`src/design/tudt_pkg.sv`:
```
// Shared types and constants for the tilt up-direction tracker.
// No dependencies.
`timescale 1ns / 1ps
package tudt_pkg;

  localparam int unsigned AtanEntries = 24;

  localparam logic [2:0] CfgFilterShift = 3'd0;
  localparam logic [2:0] CfgEnterLevel  = 3'd1;
  localparam logic [2:0] CfgExitLevel   = 3'd2;

  typedef enum logic [2:0] {
    StIdle,
    StSquare,
    StSqrt,
    StDivide,
    StCordic,
    StOut
  } state_e;

  typedef struct packed {
    logic load;
    logic sqrt_start;
    logic sqrt_step;
    logic div_start;
    logic div_step;
    logic cordic_start;
    logic cordic_step;
    logic finish;
  } ctrl_t;

  typedef struct packed {
    logic sqrt_done;
    logic div_done;
    logic cordic_done;
    logic skip_dir;
  } status_t;

  function automatic logic [31:0] atan_lut(input logic [4:0] i);
    logic [31:0] r;
    case (i)
      5'd0:  r = 32'h20000000;
      5'd1:  r = 32'h12E4051E;
      5'd2:  r = 32'h09FB385B;
      5'd3:  r = 32'h051111D4;
      5'd4:  r = 32'h028B0D43;
      5'd5:  r = 32'h0145D7E1;
      5'd6:  r = 32'h00A2F61E;
      5'd7:  r = 32'h00517C55;
      5'd8:  r = 32'h0028BE53;
      5'd9:  r = 32'h00145F2F;
      5'd10: r = 32'h000A2F98;
      5'd11: r = 32'h000517CC;
      5'd12: r = 32'h00028BE6;
      5'd13: r = 32'h000145F3;
      5'd14: r = 32'h0000A2FA;
      5'd15: r = 32'h0000517D;
      5'd16: r = 32'h000028BE;
      5'd17: r = 32'h0000145F;
      5'd18: r = 32'h00000A30;
      5'd19: r = 32'h00000518;
      5'd20: r = 32'h0000028C;
      5'd21: r = 32'h00000146;
      5'd22: r = 32'h000000A3;
      5'd23: r = 32'h00000051;
      default: r = 32'h0;
    endcase
    return r;
  endfunction

endpackage

```
`src/design/tudt_ctrl.sv`:
```
// Sequencer for the tracker: steps square, root, divide and CORDIC phases.
// Depends on tudt_pkg.
`timescale 1ns / 1ps
module tudt_ctrl (
  input  logic               clk_i,
  input  logic               rst_ni,
  input  logic               in_valid_i,
  output logic               in_ready_o,
  output logic               out_valid_o,
  input  logic               out_ready_i,
  input  tudt_pkg::status_t  status_i,
  output tudt_pkg::ctrl_t    ctrl_o
);

  tudt_pkg::state_e state_q, state_d;

  always_ff @(posedge clk_i or negedge rst_ni) begin
    if (!rst_ni) begin
      state_q <= tudt_pkg::StIdle;
    end else begin
      state_q <= state_d;
    end
  end

  always_comb begin
    state_d     = state_q;
    ctrl_o      = '0;
    in_ready_o  = 1'b0;
    out_valid_o = 1'b0;
    case (state_q)
      tudt_pkg::StIdle: begin
        in_ready_o = 1'b1;
        if (in_valid_i) begin
          ctrl_o.load = 1'b1;
          state_d = tudt_pkg::StSquare;
        end
      end
      tudt_pkg::StSquare: begin
        ctrl_o.sqrt_start = 1'b1;
        state_d = tudt_pkg::StSqrt;
      end
      tudt_pkg::StSqrt: begin
        if (status_i.sqrt_done) begin
          if (status_i.skip_dir) begin
            ctrl_o.finish = 1'b1;
            state_d = tudt_pkg::StOut;
          end else begin
            ctrl_o.div_start = 1'b1;
            ctrl_o.cordic_start = 1'b1;
            state_d = tudt_pkg::StDivide;
          end
        end else begin
          ctrl_o.sqrt_step = 1'b1;
        end
      end
      tudt_pkg::StDivide: begin
        ctrl_o.cordic_step = !status_i.cordic_done;
        if (status_i.div_done) begin
          state_d = tudt_pkg::StCordic;
        end else begin
          ctrl_o.div_step = 1'b1;
        end
      end
      tudt_pkg::StCordic: begin
        if (status_i.cordic_done) begin
          ctrl_o.finish = 1'b1;
          state_d = tudt_pkg::StOut;
        end else begin
          ctrl_o.cordic_step = 1'b1;
        end
      end
      tudt_pkg::StOut: begin
        out_valid_o = 1'b1;
        if (out_ready_i) begin
          state_d = tudt_pkg::StIdle;
        end
      end
      default: begin
        state_d = tudt_pkg::StIdle;
      end
    endcase
  end

endmodule

```
`config.mk`:
```
export PLATFORM = sky130hd
export DESIGN_NAME = tudt_ctrl
export DESIGN_NICKNAME = d
export VERILOG_FILES = /design/src/design/tudt_pkg.sv /design/src/design/tudt_ctrl.sv
export SDC_FILE = /design/constraint.sdc
export NUM_CORES = 1
export LEC_CHECK = 0
export ABC_AREA = 1
export BUFFER_PORTS_ARGS = -buffer_cell sky130_fd_sc_hd__buf_2
export CAP_MARGIN = 20
export CORE_AREA = 2 2 39 41
export CTS_CLUSTER_DIAMETER = 120
export DETAILED_ROUTE_END_ITERATION = 12
export DIE_AREA = 0 0 41 43
export SYNTH_ARGS = -nofsm -noshare
export SYNTH_HDL_FRONTEND = slang
export SYNTH_SLANG_ARGS = --single-unit
```
`constraint.sdc`:
```
create_clock -name clk_i -period 1.2 [get_ports clk_i]
set_input_delay 0.06 -clock clk_i [delete_from_list [all_inputs] [get_ports clk_i]]
set_output_delay 0.06 -clock clk_i [all_outputs]
set_load 0.03 [all_outputs]
```
**Word-level counts from Yosys, hierarchy flattened**

Cells that the tools add are included.

- Reductions and logical operators: 3
- Mux-type cells: 25
- Equal/unequal tests: 10

Operator list:

| kind | count |
|---|---|
| 2-to-1 mux 3 bit | 6 |
| one-hot mux 3 bit (6 select lines) | 1 |
| 2-to-1 mux 1 bit | 15 |
| != test 2 bit, second input constant | 5 |
| equality test 3 x 2 -> 1 bit, second input constant | 2 |
| equality test 3 bit, second input constant | 2 |
| AND reduction 5 bit | 1 |
| one-hot mux 1 bit (2 select lines) | 2 |
| equality test 3 x 1 -> 1 bit, second input constant | 1 |
| logical NOT 3 bit | 1 |
| 2-to-1 mux 2 bit | 1 |
| logical NOT 1 bit | 1 |

- Output and inout port bits: 10
- Logic and storage cells: 39
- Bits of input ports: 8
- Register bits: 3

**Logic depth before layout (Yosys ltp)**

Gate-level depths: netlist (run 1).

- Word-level depth: 3
- Mapped depth: 7
- Depth with buffers taken out: 7

**Worst setup path before layout (run 1)**

Ideal clock, no wire load.

- Kind: register -> output
- From: register state_q[2]
- To: output ctrl_o[4] in the netlist's numbering
- Setup slack: -0.514 ns
- Cell stages (with the launch flop): 5
- Data required time: 1.140 ns
- Arrival: 1.654 ns
- Buffers on the path: 1
- Cell sequence: dfrtp_1 inv_2 nand3_1 nor3_1 buf_4

RTL lines:

| element | line | RTL |
|---|---|---|
| start: declaration | tudt_ctrl.sv:15 | `tudt_pkg::state_e state_q, state_d;` |
| start signal: assignment | tudt_ctrl.sv:19 | `state_q <= tudt_pkg::StIdle;` |
| start signal: assignment | tudt_ctrl.sv:21 | `state_q <= state_d;` |
| end: declaration | tudt_ctrl.sv:12 | `output tudt_pkg::ctrl_t ctrl_o` |

==> results of run 1 <==
-- through the flow --
| step | hold WS (ns) | setup slack [ns] | instance area (sq um) | power, mW |
|---|---|---|---|---|
| after detailed placement | -0.1405 | 0.01262 | 437.9 | 1.042 |
| after global placement | -0.1410 | 0.05561 | 437.9 | 1.027 |
| after global routing | 0.1562 | -0.2012 | 653.1 | 1.858 |
| after CTS | 0.1404 | -0.1305 | 576.8 | 1.491 |
| final | 0.1527 | -0.1404 | 653.1 | 1.734 |
| after floorplan | -0.2356 | -0.1101 | 329.1 | 0.8172 |
-- power by group through the flow --
stage / clock, mW / combinational, mW / sequential [mW]
floorplan: 0 / 0.595 / 0.222
global placement: 0 / 0.811 / 0.217
detailed placement: 0 / 0.820 / 0.222
CTS: 0.187 / 1.07 / 0.237
global route: 0.199 / 1.41 / 0.248
finish: 0.174 / 1.31 / 0.245
-- logic make-up after synthesis --
group                  share of synthesized area, %
AOI/OAI and AO/OA                             11.39
DFF                                           25.32
buffers and inverters                         18.99
and+or+nand+nor                               44.31
-- path summary, 6_finish.rpt --
check | start | endpoint | slack, ns | depth (start not counted)
worst max-delay path | state_q[0] | ctrl_o[0] | -0.14 | 4
worst min-delay path | rst_ni | state_q[0] | 0.15 | 2
worst max register to register | state_q[0] | state_q[0] | -0.06 | 6
worst min register to register | state_q[1] | state_q[0] | 0.70 | 3
max in group asynchronous | rst_ni | state_q[1] | 0.93 | 2
min in group clk_i | status_i[0] | state_q[1] | 0.24 | 4
-- layout make-up --
class                      instances  area, sq um  area share (%)
clock buffer                       4        26.28           4.023
inverter                          13        48.80           7.471
multi-input combinational         32        236.5           36.21
sequential                         3        77.57           11.88
tap                               16        20.02           3.065
timing repair buffer              30        244.0           37.36
-- cell usage in the layout, fill, tap and decap left out --
master         synthesis  layout
a21oi_1                1       1
and2_1                 1       1
buf_2                  0       7
buf_4                  1      13
buf_6                  0       9
clkbuf_1               0       1
clkbuf_4               0       3
dfrtp_1                3       1
dfrtp_2                0       2
dlygate4sd3_1          0       1
inv_1                 12       9
inv_2                  1       4
nand2_1                8       5
nand2_2                1       3
nand2_4                0       1
nand3_1                4       2
nand3_2                1       2
nand3_4                0       1
nand4_1                3       3
nor2_1                 6       3
nor2_2                 2       2
nor2_4                 0       3
nor3_4                 0       1
o21ai_0                1       1
o21bai_1               2       2
o32ai_2                0       1
-- what timing repair did --
action                                  CTS  global route
gates resized for setup                  22            12
endpoints found under the hold margin     3             0
buffers inserted                          5             5
endpoints found under the setup margin    9            13
hold buffers                              1             0
pin swaps                                 0             8
-- metal layers --
| layer | up-vias | global-route usage, % | share of wire, % |
|---|---|---|---|
| met2 | 12 | 21.25 | 59 |
| met4 | 0 | 10.00 | 0 |
| met5 | - | 0 | 0 |
| li1 | 219 | - | - |
| met3 | 0 | 1.571 | 3.0 |
| met1 | 197 | 10.97 | 38 |
-- worst register-to-register path: stages, from the launching register on --
cell and delay [ns]:
dfrtp_2 0.44, buf_4 0.15, buf_4 0.13, nand4_1 0.09, nand3_2 0.11, o21bai_1 0.16
nand2_1 0.07
==> results.md, run 1 <==
* CTS tree: done
* Synth top area share at 25.32%
* Setup ws final at -0.1404 ns
* Die height at 43 microns
* Avg Inst Size Synth at 6.052 sq um
* Clk_lat worst skew at 0.23 ns
* First-pass GRT wire length at 1414 microns
* Fin crit share at 111.7%
* Failing checks: negative setup slack
* Die area at 1763 sq um
* Max-cap check violation count at 0
* Most common cell in the synthesized netlist: inv_1
* Crit-path max FO at 4
* Leakage at 0.3634 nW
* Synth area leader: dfrtp_1
* Dpl hpwl at 641 microns
* Endpoints failing setup at 11
* Largest net degree at the start of global routing at 8
* Core Area at 1384 sq um
* Row count at 14
* Synth Cell Area at 296.5 sq um
* Initial antenna violation count at 0
* CP required at 1.14 ns
* Grt ovf at 0
* Clk slew on worst S/H paths at 0.04 ns
* Worst Path Buf+Inv at 2
* Synth unique cells at 17
* Vias post-DR at 428
* Cells after synthesis at 49
* Most flop-heavy register: state_q
* Seq cells post-synth at 3
* # IOs at 18
* Commonest cells post-synth: 12 x inv_1, 8 x nand2_1, 6 x nor2_1, 4 x nand3_1
* WL/cell at 10.27 microns
* H-tree Lvls at 1
* Final TNS setup at -0.8191 ns
* Post-Syn Nets at 57
* Max Root-Sink Buffers at 2
* RD Place Congestion at 0.6997
* DRC viols at 0
* Routed wire length at 1006 microns
* Chip width at 41 microns
* CTS Buf Count at 3
* Clk Tree Root Cell: clkbuf_4
* Fill cells at 132
* Initial DRC Count at 1
* CP peak stage delay at 0.44 ns
* Rel. slew slack at 86.99%
* RSZ-0062 raised after global routing: yes
* Status: finished, violations left
* Antenna cells at 0
* Crit end category: output port
* Vias per cell at 4.367
* Layout cells sized above 1 at 63.41%
* Sw Pwr at 0.8473 mW
* Ys Warns at 0
* Final hold violation count at 0
* Pre-antenna DRT Iters at 2
* Switch share at 48.87%
* Antenna-violating nets left at 0
* Number of synthesized flops with an enable pin at 0
* Synth area leaders: dfrtp_1 25%, inv_1 15%, nand2_1 10%, nor2_1 7.6%, nand3_1 6.8%
* Biggest regs: state_q: 3 flops
* Slowest cell on crit path: dfrtp_2
* Worst slew pin tran at 0.1931 ns
* Startpoint types: register
* Hold Path Class: primary input to async pin
* Vias in the first global route at 378
* Share of synthesized registers carrying an async set or reset at 100.0%
* Clock tree sinks at 3
* DP Cell Count at 83
* Min Tclk post-route at 1.340 ns
* GRT Overall Usage at 12.06%
* Clock network fraction of total power at 10.0%
* Port buffer count at 17
* Worst endpoint data arrival time at 1.28 ns
* Pint at 0.8866 mW
* Final Skew at 0.0009248 ns
* Number of flip-flops under the largest register name at 3
* Nets@finish at 91
* PD cells at 2655 nW/um^2
* Slew Viols, Final at 0
* Ys flop type: dfrtp_1
* CP Class: register to output port
* Post-Route Utilization at 47.20%
* Crit path cell chain: inv_2 -> nand3_4 -> o32ai_2 -> buf_4
* Max IR drop VDD at 0.8479 mV
* F_max at 0.7460 GHz
* Register area share after synthesis at 25.32%
* Area grow syn2layout at 120.3%
* Cell family with most CP delay: flip-flops
* Fin cells at 98
* Combinational Power Share at 75.8%
* Starting density of the core at 21.43%
* Seq pwr share at 14.1%
No activity file was read; power rests on OpenSTA's default activity.
==> inputs of run 2 (changes only) <==
- clock period: 1.2 -> 1.7 ns (I/O delays scaled with it)
==> run 2 against run 1 <==
  * The flow now finishes without violations
  * First-iteration DRC count rose to 8.0 times the previous value
  * Power down 54%
  * Core utilization down 16 points
  * Critical path type unchanged
  * Highest routed layer unchanged
==> results.md, run 2 (same netlist as run 1, synthesis figures left out) <==
* CP Class: register to output port (unchanged)
* Area grow syn2layout at 46.84% (was 120.3%)
* Final Skew at 0.001000 ns (was 0.0009248 ns)
* Setup Buffers After CTS at 0 (was 5)
* RD Place Congestion at 0.7460 (was 0.6997)
* Clk_lat worst skew at 0.23 ns (about the same)
* Endpoints failing setup at 0 (was 11)
* # IOs at 18 (unchanged)
* Fin crit share at 88.59%
* Hold Path Class: primary input to async pin (unchanged)
* Chip width at 41 microns (unchanged)
* Antenna-violating nets left at 0 (unchanged)
* Grt ovf at 0 (unchanged)
* Pwr Total at 0.7999 mW (was 1.734 mW)
* CP required at 1.62 ns (was 1.14 ns)
* Crit path launch: state_q[2] (was state_q[0])
* Row count at 14 (unchanged)
* RSZ-0062 raised after global routing: no (was yes)
* PD cells at 1837 nW/um^2 (was 2655 nW/um^2)
* Antenna cells at 0 (unchanged)
* Vias per cell at 4.314 (was 4.367)
* Starting density of the core at 21.43% (unchanged)
* Multi-input gate area at 170.2 sq um (was 236.5 sq um)
* Slowest cell on crit path: dfrtp_1 (was dfrtp_2)
* DP Cell Count at 81 (was 83)
* Routed wire length at 742 microns (was 1006 microns)
* Final TNS setup at 0 ns (was -0.8191 ns)
* Initial antenna violation count at 0 (unchanged)
* First-pass GRT wire length at 1186 microns (was 1414 microns)
* Status: finished, final reports clean (was finished, violations left)
* Sequential Area at 75.07 sq um (was 77.57 sq um)
* Min Tclk post-route at 1.506 ns
* Core Area at 1384 sq um (unchanged)
* R2r worst-path depth at 6 (unchanged)
* Fin cells at 86 (was 98)
* Worst endpoint data arrival time at 1.42 ns (was 1.28 ns)
* Dpl hpwl at 596.5 microns (was 641 microns)
* Die area at 1763 sq um (unchanged)
* Max IR drop VDD at 0.6959 mV (was 0.8479 mV)
* Worst slew pin tran at 0.2387 ns (was 0.1931 ns)
* Vias in the first global route at 348 (was 378)
* Pre-antenna DRT Iters at 4 (was 2)
* Max-cap check violation count at 0 (unchanged)
* Clk slew on worst S/H paths at 0.04 ns (about the same)
* Placed cell areas at 399.1 sq um (was 437.9 sq um)
* Commonest non-fill, non-tap cell in the layout: buf_2 (was buf_4)
* Initial DRC Count at 8 (was 1)
* Post-CTS Resized at 0 (was 22)
* Hold buffer count at CTS at 1 (unchanged)
* Reg-to-Reg End: state_q[2] (was state_q[0])
* Worst r2r src: state_q[0] (unchanged)
* Nets@finish at 79 (was 91)
* Crit-path max FO at 7 (was 4)
* Die height at 43 microns (unchanged)
* Vias post-DR at 371 (was 428)
* Max Root-Sink Buffers at 2 (unchanged)
* CTS Buf Count at 3 (unchanged)
* Fill cells at 158 (was 132)
* R2r setup slk at 0.54 ns (was -0.06 ns)
* Biggest regs: state_q: 3 flops (unchanged)
* Pre-CTS WS at 0.4454 ns (was 0.01262 ns)
* Crit end category: output port (unchanged)
* Slew Viols, Final at 0 (unchanged)
* Largest net degree at the start of global routing at 8 (unchanged)
* Clock tree sinks at 3 (unchanged)
* CTS tree: done (unchanged)
* DRC viols at 0 (unchanged)
* Worst setup path end: ctrl_o[0] (unchanged)
* CP peak stage delay at 0.43 ns (was 0.44 ns)
* Port buffer count at 17 (unchanged)
* Number of flip-flops under the largest register name at 3 (unchanged)
* Setup ws final at 0.1939 ns (was -0.1404 ns)
* F_max at 0.6640 GHz
* Most flop-heavy register: state_q (unchanged)
* Rel. slew slack at 84.09% (was 86.99%)
* Crit path cell chain: inv_2 -> nand3_1 -> o32ai_1 -> buf_2 (was inv_2 -> nand3_4 -> o32ai_2 -> buf_4)
* Design area at 435.4 sq um (was 653.1 sq um)
* Layout cells sized above 1 at 37.14% (was 63.41%)
* Final hold violation count at 0 (unchanged)
* H-tree Lvls at 1 (unchanged)
* Most frequent cells in the layout: 17 x buf_2, 12 x inv_1, 8 x nand2_1 (was 13 x buf_4, 9 x inv_1, 9 x buf_6)
* Startpoint types: register (unchanged)
* Clk Tree Root Cell: clkbuf_4 (unchanged)
* Leakage at 0.2896 nW (was 0.3634 nW)
* WL/cell at 8.628 microns (was 10.27 microns)
* GRT Overall Usage at 10.27% (was 12.06%)
## run 2: how the worst min path moves through the flow
stage                  to  slack, ns  cells past startpoint
3_5_place_dp   state_q[0]      -0.12                      1
3_3_place_gp   state_q[1]      -0.12                      1
5_1_grt        state_q[2]       0.18                      2
6_report       state_q[1]       0.17                      2
2_1_floorplan  state_q[0]      -0.21                      0
4_1_cts        state_q[1]       0.16                      2
## run 2: per-stage QoR
stage                     hold WS, ns  utilization [%]
after floorplan               -0.2106                -
after global placement        -0.1168            28.84
after detailed placement      -0.1182            28.84
after CTS                      0.1602            31.46
after global routing           0.1848            31.46
final                          0.1744            31.46
## run 2: power breakdown
| part | internal [mW] | switching (mW) | leakage (nW) |
|---|---|---|---|
| clock | 0.0879 | 0.0355 | 0.0150 |
| sequential | 0.107 | 0.0604 | 0.0375 |
| combinational | 0.160 | 0.350 | 0.237 |
| total | 0.355 | 0.445 | 0.290 |
## run 2: cell type report
class	count	share of cell area [%]
Clock buffer	4	6.034
Inverter	13	11.21
Multi-Input combinational cell	32	39.08
Sequential cell	3	17.24
Tap cell	16	4.598
Timing Repair Buffer	18	21.84
## run 2: critical path: cells and delay by family, from the launching register on
kind | cells | cell delay (ns)
DFF | 1 | 0.43
buffers and inverters | 2 | 0.37
AOI/OAI and AO/OA | 1 | 0.24
and+or+nand+nor | 1 | 0.15
## run 2: layer usage
metal  vias to the layer above  GRT usage [%]  wire length (microns)
met1                       160          11.69                    323
met3                         0          4.188                     82
met5                         -              0                      0
li1                        195              -                      -
met4                         0          9.333                      0
met2                        16          13.75                    336
